[config.mk]
export PLATFORM = sky130hd
export DESIGN_NAME = disparity_homography_correspondence
export DESIGN_NICKNAME = d
export VERILOG_FILES = /design/src/rtl/dhc_pkg.sv /design/src/rtl/dhc_mac.sv /design/src/rtl/dhc_div.sv /design/src/rtl/disparity_homography_correspondence.sv
export SDC_FILE = /design/constraint.sdc
export NUM_CORES = 2
export LEC_CHECK = 0
export BUFFER_PORTS_ARGS = -buffer_cell sky130_fd_sc_hd__buf_2
export CORE_UTILIZATION = 50
export CTS_CLUSTER_SIZE = 16
export DETAILED_ROUTE_END_ITERATION = 6
export PLACE_DENSITY = 0.69
export SLEW_MARGIN = 10
export SYNTH_ARGS = -nofsm -noshare
export SYNTH_HDL_FRONTEND = slang
export SYNTH_SLANG_ARGS = --single-unit
[constraint.sdc]
create_clock -name clk_i -period 10.38 [get_ports clk_i]
set_input_delay 0 -clock clk_i [delete_from_list [all_inputs] [get_ports clk_i]]
set_output_delay 0 -clock clk_i [all_outputs]
set_load 0.02 [all_outputs]
[src/rtl/dhc_pkg.sv]
package dhc_pkg;

  localparam int COEF_W     = 48;
  localparam int HALF_W     = 24;
  localparam int DISP_W     = 16;
  localparam int OUT_W      = 32;
  localparam int IDX_W      = 24;
  localparam int SIZE_W     = 13;
  localparam int SEL_W      = 5;
  localparam int CFG_IDX_W  = 2;
  localparam int NUM_COEF   = 18;
  localparam int HOM_COEFS  = 9;
  localparam int PROJ_SHIFT = 16;
  localparam int QUOT_BITS  = 32;

  typedef enum logic [CFG_IDX_W-1:0] {
    REG_IMAGE_WIDTH  = 2'd0,
    REG_IMAGE_HEIGHT = 2'd1,
    REG_COEF_SELECT  = 2'd2,
    REG_COEF_VALUE   = 2'd3
  } cfg_reg_e;

  // multiply-accumulate control
  typedef struct packed {
    logic clear;
    logic mul;
    logic acc;
    logic hi;
  } mac_cmd_t;

  // divider status
  typedef struct packed {
    logic busy;
    logic done;
    logic zero;
  } div_sts_t;

endpackage

[src/rtl/dhc_mac.sv]
module dhc_mac #(
  parameter int PW    = 18,
  parameter int ACC_W = 68
) (
  input  logic                                clk_i,
  input  logic                                rst_ni,
  input  dhc_pkg::mac_cmd_t                   cmd_i,
  input  logic signed [dhc_pkg::COEF_W-1:0]   coef_i,
  input  logic signed [PW-1:0]                pnt_i,
  output logic signed [ACC_W-1:0]             acc_o
);
  import dhc_pkg::*;

  localparam int AW    = HALF_W + 1;
  localparam int PRODW = AW + PW;

  logic signed [AW-1:0]    opa;
  logic signed [PRODW-1:0] prod_d, prod_q;
  logic                    hi_q;
  logic signed [ACC_W-1:0] ext, addend, acc_q;

  // one coefficient half per pass: low half unsigned, high half signed
  assign opa = cmd_i.hi ? $signed({coef_i[COEF_W-1], coef_i[COEF_W-1:HALF_W]})
                        : $signed({1'b0, coef_i[HALF_W-1:0]});
  assign prod_d = opa * pnt_i;

  always_ff @(posedge clk_i) begin
    if (cmd_i.mul) begin
      prod_q <= prod_d;
      hi_q   <= cmd_i.hi;
    end
  end

  assign ext    = $signed({{(ACC_W-PRODW){prod_q[PRODW-1]}}, prod_q});
  assign addend = hi_q ? (ext <<< HALF_W) : ext;

  always_ff @(posedge clk_i or negedge rst_ni) begin
    if (!rst_ni) begin
      acc_q <= '0;
    end else if (cmd_i.clear) begin
      acc_q <= '0;
    end else if (cmd_i.acc) begin
      acc_q <= acc_q + addend;
    end
  end

  assign acc_o = acc_q;

endmodule

[src/rtl/dhc_div.sv]
module dhc_div #(
  parameter int ACC_W = 68
) (
  input  logic                               clk_i,
  input  logic                               rst_ni,
  input  logic                               start_i,
  input  logic signed [ACC_W-1:0]            num_i,
  input  logic signed [ACC_W-1:0]            den_i,
  output logic [dhc_pkg::OUT_W-1:0]          res_o,
  output dhc_pkg::div_sts_t                  sts_o
);
  import dhc_pkg::*;

  typedef enum logic [2:0] {
    D_IDLE  = 3'b001,
    D_CHECK = 3'b010,
    D_RUN   = 3'b100
  } dstate_e;

  localparam logic [OUT_W-1:0] SAT_MAX = {1'b0, {(OUT_W-1){1'b1}}};
  localparam logic [OUT_W-1:0] SAT_MIN = {1'b1, {(OUT_W-1){1'b0}}};

  dstate_e state_q, state_d;
  logic [ACC_W-1:0]     num_mag, den_mag, r_q, d_q;
  logic [QUOT_BITS-1:0] nlo_q, q_q, q_fin;
  logic [4:0]           cnt_q;
  logic                 neg_q, nneg_q, nz_q, dz_q;
  logic [ACC_W:0]       trial, diff;
  logic                 ge;
  logic [OUT_W-1:0]     res_q;
  logic                 done_q, zero_q;

  assign num_mag = num_i[ACC_W-1] ? (~num_i + 1'b1) : num_i;
  assign den_mag = den_i[ACC_W-1] ? (~den_i + 1'b1) : den_i;

  assign trial = {r_q, nlo_q[QUOT_BITS-1]};
  assign diff  = trial - {1'b0, d_q};
  assign ge    = trial >= {1'b0, d_q};
  assign q_fin = {q_q[QUOT_BITS-2:0], ge};

  always_comb begin
    state_d = state_q;
    case (state_q)
      D_IDLE:  if (start_i) state_d = D_CHECK;
      D_CHECK: if (!dz_q && (r_q < d_q)) state_d = D_RUN;
               else state_d = D_IDLE;
      D_RUN:   if (cnt_q == 5'd31) state_d = D_IDLE;
      default: state_d = D_IDLE;
    endcase
  end

  always_ff @(posedge clk_i or negedge rst_ni) begin
    if (!rst_ni) begin
      state_q <= D_IDLE;
      done_q  <= 1'b0;
      zero_q  <= 1'b0;
      cnt_q   <= '0;
    end else begin
      state_q <= state_d;
      done_q  <= 1'b0;
      case (state_q)
        D_IDLE: begin
          cnt_q <= '0;
        end
        D_CHECK: begin
          zero_q <= dz_q;
          if (dz_q) begin
            done_q <= 1'b1;
          end else if (r_q >= d_q) begin
            done_q <= 1'b1;
          end
        end
        D_RUN: begin
          cnt_q <= cnt_q + 5'd1;
          if (cnt_q == 5'd31) done_q <= 1'b1;
        end
        default: cnt_q <= '0;
      endcase
    end
  end

  always_ff @(posedge clk_i) begin
    case (state_q)
      D_IDLE: begin
        if (start_i) begin
          neg_q  <= num_i[ACC_W-1] ^ den_i[ACC_W-1];
          nneg_q <= num_i[ACC_W-1];
          nz_q   <= num_i != '0;
          dz_q   <= den_i == '0;
          // numerator scaled by 2^16, upper part seeds the remainder
          r_q    <= num_mag >> PROJ_SHIFT;
          nlo_q  <= {num_mag[PROJ_SHIFT-1:0], {(QUOT_BITS-PROJ_SHIFT){1'b0}}};
          d_q    <= den_mag;
          q_q    <= '0;
        end
      end
      D_CHECK: begin
        if (dz_q) begin
          res_q <= nneg_q ? SAT_MIN : (nz_q ? SAT_MAX : '0);
        end else if (r_q >= d_q) begin
          res_q <= neg_q ? SAT_MIN : SAT_MAX;
        end
      end
      D_RUN: begin
        r_q   <= ge ? diff[ACC_W-1:0] : trial[ACC_W-1:0];
        nlo_q <= {nlo_q[QUOT_BITS-2:0], 1'b0};
        q_q   <= q_fin;
        if (cnt_q == 5'd31) begin
          if (neg_q) begin
            res_q <= (q_fin > SAT_MIN) ? SAT_MIN : (~q_fin + 1'b1);
          end else begin
            res_q <= (q_fin > SAT_MAX) ? SAT_MAX : q_fin;
          end
        end
      end
      default: q_q <= q_q;
    endcase
  end

  assign res_o      = res_q;
  assign sts_o.busy = state_q != D_IDLE;
  assign sts_o.done = done_q;
  assign sts_o.zero = zero_q;

endmodule

[src/rtl/disparity_homography_correspondence.sv]
// channel   dir  handshake                    payload
// s_axis    in   s_axis_tvalid_i/tready_o     tdata: disparity; tuser: masked
// m_axis    out  m_axis_tvalid_o/tready_i     tdata: first_x..pair_index; tuser: degenerate
// cfg       in   cfg_we_i (no wait)           cfg_index_i, cfg_data_i
//
// an unmasked pixel runs, per homography, three sums of six 25 x PW
// multiply/accumulate passes (MUL then ACC) on the shared multiplier, then two
// divisions on the radix-2 divider
// a masked pixel does not leave the idle state; tready is high only while idle
// the next result waits until the output register is free, a held result
// does not stop the next pixel from being taken
// reset clears counters and control and sets the sizes to 1024 x 768; the coefficient store is not cleared
module disparity_homography_correspondence #(
  parameter int MAX_WIDTH  = 4096,
  parameter int MAX_HEIGHT = 4096
) (
  input  logic                                clk_i,
  input  logic                                rst_ni,
  input  logic                                s_axis_tvalid_i,
  output logic                                s_axis_tready_o,
  input  logic [15:0]                         s_axis_tdata_i,  // disparity
  input  logic                                s_axis_tuser_i,  // masked
  output logic                                m_axis_tvalid_o,
  input  logic                                m_axis_tready_i,
  // first_x, first_y, second_x, second_y, pair_index
  output logic [151:0]                        m_axis_tdata_o,
  output logic                                m_axis_tuser_o,  // degenerate
  input  logic                                cfg_we_i,
  input  logic [dhc_pkg::CFG_IDX_W-1:0]       cfg_index_i,
  input  logic [dhc_pkg::COEF_W-1:0]          cfg_data_i
);
  import dhc_pkg::*;

  localparam int CW    = (MAX_WIDTH > 1) ? $clog2(MAX_WIDTH) : 1;
  localparam int RW    = (MAX_HEIGHT > 1) ? $clog2(MAX_HEIGHT) : 1;
  localparam int MW    = (CW > RW) ? CW : RW;
  localparam int PW    = (((MW + 4) > DISP_W) ? (MW + 4) : DISP_W) + 2;
  localparam int ACC_W = COEF_W + PW + 2;

  typedef enum logic [8:0] {
    S_IDLE  = 9'b000000001,
    S_MUL   = 9'b000000010,
    S_ACC   = 9'b000000100,
    S_STORE = 9'b000001000,
    S_DIVX  = 9'b000010000,
    S_WAITX = 9'b000100000,
    S_DIVY  = 9'b001000000,
    S_WAITY = 9'b010000000,
    S_FIN   = 9'b100000000
  } state_e;

  state_e state_q, state_d;

  // configuration
  logic [SIZE_W-1:0] width_q, height_q;
  logic [SEL_W-1:0]  sel_q;
  logic [COEF_W-1:0] coef_mem [NUM_COEF];

  always_ff @(posedge clk_i or negedge rst_ni) begin
    if (!rst_ni) begin
      width_q  <= SIZE_W'(1024);
      height_q <= SIZE_W'(768);
      sel_q    <= '0;
    end else if (cfg_we_i) begin
      case (cfg_index_i)
        REG_IMAGE_WIDTH:  width_q  <= cfg_data_i[SIZE_W-1:0];
        REG_IMAGE_HEIGHT: height_q <= cfg_data_i[SIZE_W-1:0];
        REG_COEF_SELECT:  sel_q    <= cfg_data_i[SEL_W-1:0];
        default:          sel_q    <= sel_q;
      endcase
    end
  end

  // coefficient store, selected slot takes each value write while the select is below NUM_COEF
  always_ff @(posedge clk_i) begin
    if (cfg_we_i && (cfg_index_i == REG_COEF_VALUE) && (sel_q < SEL_W'(NUM_COEF))) begin
      coef_mem[sel_q] <= cfg_data_i;
    end
  end

  // effective raster size, zero counts as one, sizes above the maximum are clamped
  logic [31:0] w32, h32;
  logic [CW:0] w_eff;
  logic [RW:0] h_eff;
  assign w32 = (width_q == '0) ? 32'd1 :
               ((32'(width_q) > MAX_WIDTH) ? 32'(MAX_WIDTH) : 32'(width_q));
  assign h32 = (height_q == '0) ? 32'd1 :
               ((32'(height_q) > MAX_HEIGHT) ? 32'(MAX_HEIGHT) : 32'(height_q));
  assign w_eff = w32[CW:0];
  assign h_eff = h32[RW:0];

  // raster position
  logic [CW-1:0]    col_q;
  logic [RW-1:0]    row_q;
  logic [IDX_W-1:0] emitted_q;
  logic             col_wrap, row_wrap, in_fire;

  assign s_axis_tready_o = state_q == S_IDLE;
  assign in_fire  = s_axis_tvalid_i && s_axis_tready_o;
  assign col_wrap = ({1'b0, col_q} + 1'b1) >= w_eff;
  assign row_wrap = ({1'b0, row_q} + 1'b1) >= h_eff;

  always_ff @(posedge clk_i or negedge rst_ni) begin
    if (!rst_ni) begin
      col_q     <= '0;
      row_q     <= '0;
      emitted_q <= '0;
    end else if (in_fire) begin
      if (col_wrap) begin
        col_q <= '0;
        row_q <= row_wrap ? '0 : row_q + 1'b1;
      end else begin
        col_q <= col_q + 1'b1;
      end
      if (col_wrap && row_wrap) begin
        emitted_q <= '0;
      end else if (!s_axis_tuser_i) begin
        emitted_q <= emitted_q + 1'b1;
      end
    end
  end

  // per-pixel operands, Q.4
  logic signed [PW-1:0] px1_q, px2_q, py_q, px1_d, pnt;
  logic [IDX_W-1:0]     idx_w_q;

  assign px1_d = $signed({{(PW-CW-4){1'b0}}, col_q, 4'b0000});

  always_ff @(posedge clk_i) begin
    if (in_fire) begin
      px1_q   <= px1_d;
      px2_q   <= px1_d + $signed({{(PW-DISP_W){s_axis_tdata_i[DISP_W-1]}}, s_axis_tdata_i});
      py_q    <= $signed({{(PW-RW-4){1'b0}}, row_q, 4'b0000});
      idx_w_q <= emitted_q;
    end
  end

  // sequencer counters: homography, sum, term, coefficient half
  logic       map_q, half_q;
  logic [1:0] zsel_q, term_q;
  logic [SEL_W-1:0] addr;

  assign addr = (map_q ? SEL_W'(HOM_COEFS) : SEL_W'(0))
              + SEL_W'(zsel_q) * SEL_W'(3) + SEL_W'(term_q);

  always_comb begin
    case (term_q)
      2'd0:    pnt = map_q ? px2_q : px1_q;
      2'd1:    pnt = py_q;
      default: pnt = PW'(16);
    endcase
  end

  mac_cmd_t             mac_cmd;
  logic signed [ACC_W-1:0] acc;

  assign mac_cmd.clear = in_fire || (state_q == S_STORE);
  assign mac_cmd.mul   = state_q == S_MUL;
  assign mac_cmd.acc   = state_q == S_ACC;
  assign mac_cmd.hi    = half_q;

  dhc_mac #(.PW(PW), .ACC_W(ACC_W)) u_mac (
    .clk_i  (clk_i),
    .rst_ni (rst_ni),
    .cmd_i  (mac_cmd),
    .coef_i ($signed(coef_mem[addr])),
    .pnt_i  (pnt),
    .acc_o  (acc)
  );

  // projective sums of the current homography
  logic signed [ACC_W-1:0] zx_q, zy_q, zw_q;
  logic [OUT_W-1:0]        div_res;
  div_sts_t                div_sts;
  logic                    div_start;

  assign div_start = (state_q == S_DIVX) || (state_q == S_DIVY);

  dhc_div #(.ACC_W(ACC_W)) u_div (
    .clk_i   (clk_i),
    .rst_ni  (rst_ni),
    .start_i (div_start),
    .num_i   ((state_q == S_DIVY) ? zy_q : zx_q),
    .den_i   (zw_q),
    .res_o   (div_res),
    .sts_o   (div_sts)
  );

  logic out_free;
  assign out_free = !m_axis_tvalid_o || m_axis_tready_i;

  always_comb begin
    state_d = state_q;
    case (state_q)
      S_IDLE:  if (in_fire && !s_axis_tuser_i) state_d = S_MUL;
      S_MUL:   state_d = S_ACC;
      S_ACC:   state_d = (half_q && (term_q == 2'd2)) ? S_STORE : S_MUL;
      S_STORE: state_d = (zsel_q == 2'd2) ? S_DIVX : S_MUL;
      S_DIVX:  state_d = S_WAITX;
      S_WAITX: if (div_sts.done) state_d = S_DIVY;
      S_DIVY:  state_d = S_WAITY;
      S_WAITY: if (div_sts.done) state_d = map_q ? S_FIN : S_MUL;
      S_FIN:   if (out_free) state_d = S_IDLE;
      default: state_d = S_IDLE;
    endcase
  end

  always_ff @(posedge clk_i or negedge rst_ni) begin
    if (!rst_ni) begin
      state_q <= S_IDLE;
      map_q   <= 1'b0;
      half_q  <= 1'b0;
      zsel_q  <= '0;
      term_q  <= '0;
    end else begin
      state_q <= state_d;
      case (state_q)
        S_IDLE: begin
          map_q  <= 1'b0;
          half_q <= 1'b0;
          zsel_q <= '0;
          term_q <= '0;
        end
        S_ACC: begin
          half_q <= ~half_q;
          if (half_q && (term_q != 2'd2)) term_q <= term_q + 2'd1;
        end
        S_STORE: begin
          term_q <= '0;
          half_q <= 1'b0;
          zsel_q <= (zsel_q == 2'd2) ? 2'd0 : zsel_q + 2'd1;
        end
        S_WAITY: begin
          if (div_sts.done) map_q <= 1'b1;
        end
        default: map_q <= map_q;
      endcase
    end
  end

  // results of both homographies
  logic [OUT_W-1:0] fx_q, fy_q, sx_q, sy_q;
  logic             deg_w_q;

  always_ff @(posedge clk_i) begin
    if (in_fire) deg_w_q <= 1'b0;
    if (state_q == S_STORE) begin
      case (zsel_q)
        2'd0:    zx_q <= acc;
        2'd1:    zy_q <= acc;
        default: zw_q <= acc;
      endcase
    end
    if (div_sts.done) begin
      if (div_sts.zero) deg_w_q <= 1'b1;
      if (state_q == S_WAITX) begin
        if (map_q) sx_q <= div_res;
        else fx_q <= div_res;
      end else if (state_q == S_WAITY) begin
        if (map_q) sy_q <= div_res;
        else fy_q <= div_res;
      end
    end
  end

  // output register
  logic         m_valid_q;
  logic [151:0] m_data_q;
  logic         m_user_q;

  always_ff @(posedge clk_i or negedge rst_ni) begin
    if (!rst_ni) begin
      m_valid_q <= 1'b0;
    end else if ((state_q == S_FIN) && out_free) begin
      m_valid_q <= 1'b1;
    end else if (m_axis_tready_i) begin
      m_valid_q <= 1'b0;
    end
  end

  always_ff @(posedge clk_i) begin
    if ((state_q == S_FIN) && out_free) begin
      m_data_q <= {idx_w_q, sy_q, sx_q, fy_q, fx_q};
      m_user_q <= deg_w_q;
    end
  end

  assign m_axis_tvalid_o = m_valid_q;
  assign m_axis_tdata_o  = m_data_q;
  assign m_axis_tuser_o  = m_user_q;

`ifndef SYNTHESIS
  a_idle_div_free: assert property (@(posedge clk_i) disable iff (!rst_ni)
    s_axis_tready_o |-> !div_sts.busy)
    else $error("divider busy while block idle");

  a_masked_one_cycle: assert property (@(posedge clk_i) disable iff (!rst_ni)
    (in_fire && s_axis_tuser_i) |=> s_axis_tready_o)
    else $error("masked pixel did not return to idle");

  a_unmasked_busy: assert property (@(posedge clk_i) disable iff (!rst_ni)
    (in_fire && !s_axis_tuser_i) |=> !s_axis_tready_o)
    else $error("unmasked pixel not processed");

  a_div_done_waiting: assert property (@(posedge clk_i) disable iff (!rst_ni)
    div_sts.done |-> ((state_q == S_WAITX) || (state_q == S_WAITY)))
    else $error("division finished outside a wait state");
`endif

endmodule
=== Word level (Yosys, flattened, before mapping) ===
Memory sizes are Yosys's and may differ from the RTL's.
Index checks and enable logic that the tools add are counted.

* Memories kept: 1
* Memory bits (writable): 864
* Input port bits: 72
* Flip-flop bits (word level): 1004

{| class="wikitable"
|+ Memory list
! memory !! words !! width !! rd ports !! clocked after memory_dff !! write ports !! line !! RTL
|-
| coef_mem || 18 || 48 || 1 || 0 || 1 || disparity_homography_correspondence.sv:57 || <nowiki>logic [COEF_W-1:0] coef_mem [NUM_COEF];</nowiki>
|}

* Order comparisons: 10
* Bitwise gates (word level): 8
* $mul: 2
* $add $sub $neg: 16
* Muxes and demuxes: 66
* Reduce and logical (&&, ||, !) cells: 50
* Eq/ne operators: 30

{| class="wikitable"
|+ Operators with widths
! operator !! count
|-
| $mux 68 || 6
|-
| $mux 32 || 9
|-
| $add 68x1->68 const B || 2
|-
| $not 68->68 || 2
|-
| $pmux 68 s2 || 1
|-
| $pmux 32 s2 || 2
|-
| $pmux 9 s9 || 1
|-
| $ge 69x68->1 || 1
|-
| $add 68x67->68 || 1
|-
| $ge 68x68->1 || 1
|-
| $logic_not 68->1 || 1
|-
| $lt 68x68->1 || 1
|-
| $reduce_bool 68->1 || 1
|-
| $sub 68x68->68 || 1
|-
| $mux 67 || 1
|-
| $mux 66 || 1
|-
| $mux 31 || 2
|-
| $pmux 31 s2 || 1
|-
| $mux 13 || 4
|-
| $mux 24 || 2
|-
| $mux 9 || 5
|-
| $mul 25x18->43 || 1
|-
| $pmux 18 s2 || 1
|-
| $add 32x1->32 const B || 1
|-
| 57 further kinds || 133
|}

=== Logic depth before layout (Yosys ltp) ===
* Depth in word-level cells: 7
* Gate-level depth with buffers: 39

=== Hierarchy ===
Synthesis repeated with hierarchy kept, for this count alone.

* Cells, all modules: 7647
* Area total of the unflattened synthesis: 100488.9 µm²

{| class="wikitable"
|+ Modules (own cells, without submodules)
! module !! cells each !! area an instance (µm²) !! times used
|-
| disparity_homography_correspondence || 2695 || 56641.8 || 1
|-
| dhc_mac || 2821 || 24987.7 || 1
|-
| dhc_div || 2131 || 18859.3 || 1
|}

=== Worst setup path after synthesis ===
No wires, ideal clock.

* Kind: reg-to-reg
* From: register zsel_q[0]
* To: register u_mac.prod_q[42], data pin
* Cell stages (with the launch flop): 36
* Path slack: 141 ps
* Data arrival time: 9979 ps
* Required time: 10121 ps
* Clock period less this slack: 10239 ps
* Cells stage by stage: dfrtp_1 fa_1 inv_1 fa_1 buf_1 buf_1 clkbuf_1 buf_1 mux4_2 mux4_2 nand2_1 o21ai_0 a21oi_1 clkbuf_1 nor2_1 fa_1 fa_1 inv_1 fa_1 inv_1 fa_1 fa_1 inv_1 fa_1 inv_1 ha_1 a211o_1 a21oi_1 and3_1 o211a_1 nor3_1 o41ai_1 o32ai_1 nor2_1 a21oi_1 xnor2_1

* Longest elaborated chain between the ends: 6

{| class="wikitable"
|+ Ends and longest elaborated chain
! what !! line !! RTL
|-
| from (decl) || disparity_homography_correspondence.sv:140 || <nowiki>logic [1:0] zsel_q, term_q;</nowiki>
|-
| from (signal assigned) || disparity_homography_correspondence.sv:231 || <nowiki>zsel_q <= (zsel_q == 2'd2) ? 2'd0 : zsel_q + 2'd1;</nowiki>
|-
| $mul 2x2->4 || disparity_homography_correspondence.sv:144 || <nowiki>+ SEL_W'(zsel_q) * SEL_W'(3) + SEL_W'(term_q);</nowiki>
|-
| $add 4x4->5 || disparity_homography_correspondence.sv:144 ||
|-
| $add 5x2->5 || disparity_homography_correspondence.sv:144 ||
|-
| $mem_v2 18x48 || - ||
|-
| $mux 25 || dhc_mac.sv:23 || <nowiki>assign opa = cmd_i.hi ? $signed({coef_i[COEF_W-1], coef_i[COEF_W-1:HALF_W]})</nowiki>
|-
| $mul 25x18->43 || dhc_mac.sv:25 || <nowiki>assign prod_d = opa * pnt_i;</nowiki>
|-
| named net u_mac.prod_d[42] || dhc_mac.sv:18 || <nowiki>logic signed [PRODW-1:0] prod_d, prod_q;</nowiki>
|-
| to (signal assigned) || dhc_mac.sv:29 || <nowiki>prod_q <= prod_d;</nowiki>
|-
| to (decl) || dhc_mac.sv:18 ||
|}

The timed path passes the listed nets, and every way through them passes these cells.
A chain may end at the register's enable or synchronous reset.

=== Worst setup path after layout ===
Same ends and word-level chain as after synthesis.

==> flow_summary.json <==
{
  "regArea_um2": 54700,
  "crit_buf_inv": 10,
  "power_leakage_uw": 0.0409,
  "cp_slowest_cell": "fa_4",
  "finalClockSkew_ns": 0.0713,
  "wirelength_um": 259000,
  "fin_crit_ns": 10.08,
  "worstSetupPathType": "reg2reg",
  "synth-edff-count": 1678,
  "fp.dieW_um": 449,
  "rows": 163,
  "syn_inst": 7615,
  "coreArea_um2": 198000,
  "syn_nets": 8502,
  "numPlacedInstances": 10300,
  "synth_cell_types": 90,
  "ys.flop_type": "edfxtp_1",
  "yosysWarnings": 0,
  "crit_path_end_kind": "register",
  "clockRootBuffer": "clkbuf_16",
  "die_y_um": 449,
  "ys_ff_latch": 1852,
  "design.die.area_um2": 202000,
  "finalCoreUtilization": 0.569,
  "arrival_ns": 10.68,
  "ant_nets": 0,
  "area_growth_pct": 12.6,
  "crit_path_max_incr_delay_ns": 0.84,
  "worstMarginPinSlew_ns": 1.22,
  "drive_above_1_share": 0.144,
  "most-common-layout-cells": "1678 x edfxtp_1, 706 x nand2_1, 703 x inv_1",
  "crit_top_cell": "fa_1",
  "htreeDepth": 4,
  "hp-class": "in2reg",
  "antenna_found_initial": 3,
  "grt_pass1_wl_um": 393000,
  "gp_congestion": 0.974,
  "peakVddDrop_mv": 0.159,
  "cts_inserted_buffers": 187,
  "ctsLongestPathBuffers": 3,
  "fmax_mhz": 99.2,
  "syn-cell-area_um2": 100000,
  "async_flop_share": 0.0934,
  "total_power_uw": 15500,
  "setup_viol": 0,
  "dp_slack_ns": 0.0124,
  "clk_pin_slew_ns": 0.07,
  "status": "finished, final reports clean",
  "drc": 0,
  "maxCapViolCount": 0,
  "setup_ws_ns": 0.297,
  "crit_family": "adder cells",
  "routed_via_density": 5.90,
  "worstSkewPairLatency_ns": 0.87,
  "fillCellCount": 15700,
  "required_ns": 10.98,
  "via_count": 63500,
  "portBuffers": 226,
  "drtIter0Drc": 5990,
  "critPathMaxFanout": 14,
  "hpwl_um": 180000,
  "cellPowerDensity_nw_per_um2": 138,
  "final_cells": 10800,
  "final_common_cell": "edfxtp_1",
  "fin_nets": 8854,
  "syn_avg_cell_area_um2": 13.1,
  "period_share": 0.971,
  "grt_pass1_vias": 63800,
  "first_pass_iters": 6,
  "cts_tree": "yes",
  "slew_headroom": 0.189,
  "grt_use_total": 0.255,
  "grt_max_degree": 110,
  "clkSinkCount": 1852,
  "crit_path_start_kind": "register",
  "boundaryPins": 227,
  "seq_area_frac_synth": 0.547,
  "hold_viol": 0,
  "maxSlewViolCount": 0,
  "multi_input_area_um2": 41800,
  "overflow": 0,
  "wl_per_cell_um": 24.1,
  "start_util": 0.505
}
==> worst reg2reg max path: cells and delay by family, from the launching register on <==
kind / cells / cell delay [ns]
adder cells (fa/ha/maj): 10 / 4.70
AND/OR/NAND/NOR: 4 / 0.66
AO/OA/AOI/OAI: 7 / 1.26
XOR/XNOR: 1 / 0.14
flip-flops: 1 / 0.40
multiplexers: 3 / 1.46
buffers and inverters: 10 / 1.18
==> metrics by stage <==
step / hold WS, ns / TNS [ns] / cell area [um2]
after floorplan: -0.296 / 0 / 100000
after global placement: 0.00530 / 0 / 105000
after detailed placement: 0.00799 / 0 / 105000
after CTS: 0.000124 / 0 / 112000
after global routing: 0.0502 / -0.0319 / 113000
final: 0.0640 / 0 / 113000
==> final cells by class <==
type                       instances  area share
clock buffer                     228      0.0441
clock inverter                   124      0.0138
sequential                      1852       0.486
inverter                         706      0.0235
antenna                            2   0.0000444
timing repair buffer             487      0.0321
multi-input combinational       4733       0.371
tap                             2640      0.0293
==> cells by family after synthesis <==
kind of cell	after synthesis	synth area share
AO/OA/AOI/OAI	1206	0.0760
flip-flops	1852	0.547
multiplexers	463	0.0803
adder cells (fa/ha/maj)	815	0.135
buffers and inverters	1033	0.0389
XOR/XNOR	346	0.0303
AND/OR/NAND/NOR	1900	0.0919
==> per-layer routing <==
| metal | share of wire | GRT usage | wire length (um) | up-vias |
|---|---|---|---|---|
| met5 | 0.000050 | 0 | 13 | - |
| met4 | 0.029 | 0.0797 | 7570 | 2 |
| met3 | 0.073 | 0.0384 | 18800 | 385 |
| met2 | 0.48 | 0.416 | 125000 | 2624 |
| met1 | 0.42 | 0.352 | 108000 | 32200 |
| li1 | - | - | - | 28300 |
==> worst paths after layout <==
path,to,slack [ns],cells after the start,from
setup / recovery,u_mac.prod_q[42]$_DFFE_PP_,0.30,35,zsel_q[0]$_DFFE_PN0P_
hold / removal,coef_mem[16][46]$_DFFE_PP_,0.06,2,cfg_data_i[46]
setup reg to reg,u_mac.prod_q[42]$_DFFE_PP_,0.30,35,zsel_q[0]$_DFFE_PN0P_
hold reg to reg,m_axis_tdata_o[44]$_DFFE_PP_,0.41,0,fy_q[12]$_DFFE_PP_
max in group asynchronous,half_q$_DFFE_PN0P_,9.05,4,rst_ni
min in group asynchronous,u_mac.acc_o[45]$_DFFE_PN0P_,0.41,4,rst_ni
==> cells in the mapped netlist (70+ instances only) <==
library cell,n,area share
edfxtp_1,1678,0.50
nand2_1,708,0.027
inv_1,705,0.026
fa_1,446,0.089
ha_1,369,0.046
nor2_1,356,0.013
o21ai_0,336,0.017
a21oi_1,314,0.016
clkbuf_1,266,0.010
mux4_2,261,0.059
xnor2_1,234,0.020
dfrtp_1,168,0.042
a21o_1,148,0.011
and2_1,125,0.0078
nor3_1,122,0.0061
xor2_1,112,0.0098
mux2_2,107,0.012
mux2i_1,95,0.0095
nand3_1,94,0.0047
nand4_1,88,0.0055
nor2b_1,84,0.0053
and3_1,70,0.0044
==> what timing repair did <==
item,CTS,global route
pin swaps,1,2
setup endpoints to repair,1,9
buffers inserted,2,22
hold buffers,95,0
gates resized for setup,0,24
hold endpoints to repair,1175,0
gates cloned,0,5
==> power breakdown <==
group / internal (uW) / switching (uW) / total [uW]
clock network: 4010 / 3030 / 7040
logic: 126 / 224 / 350
registers: 8130 / 32.6 / 8160
total: 12300 / 3290 / 15500
==> state kept, by name, indices dropped and copies added, names as in the netlist, 43 cells and up <==
name / flops
coef_mem: 864
m_axis_tdata_o: 152
u_div.d_q: 68
u_div.r_q: 68
u_mac.acc_o: 68
u_mac.prod_q: 43
zw_q: 68
zx_q: 68
zy_q: 68
(Power assumes the default switching activity.)
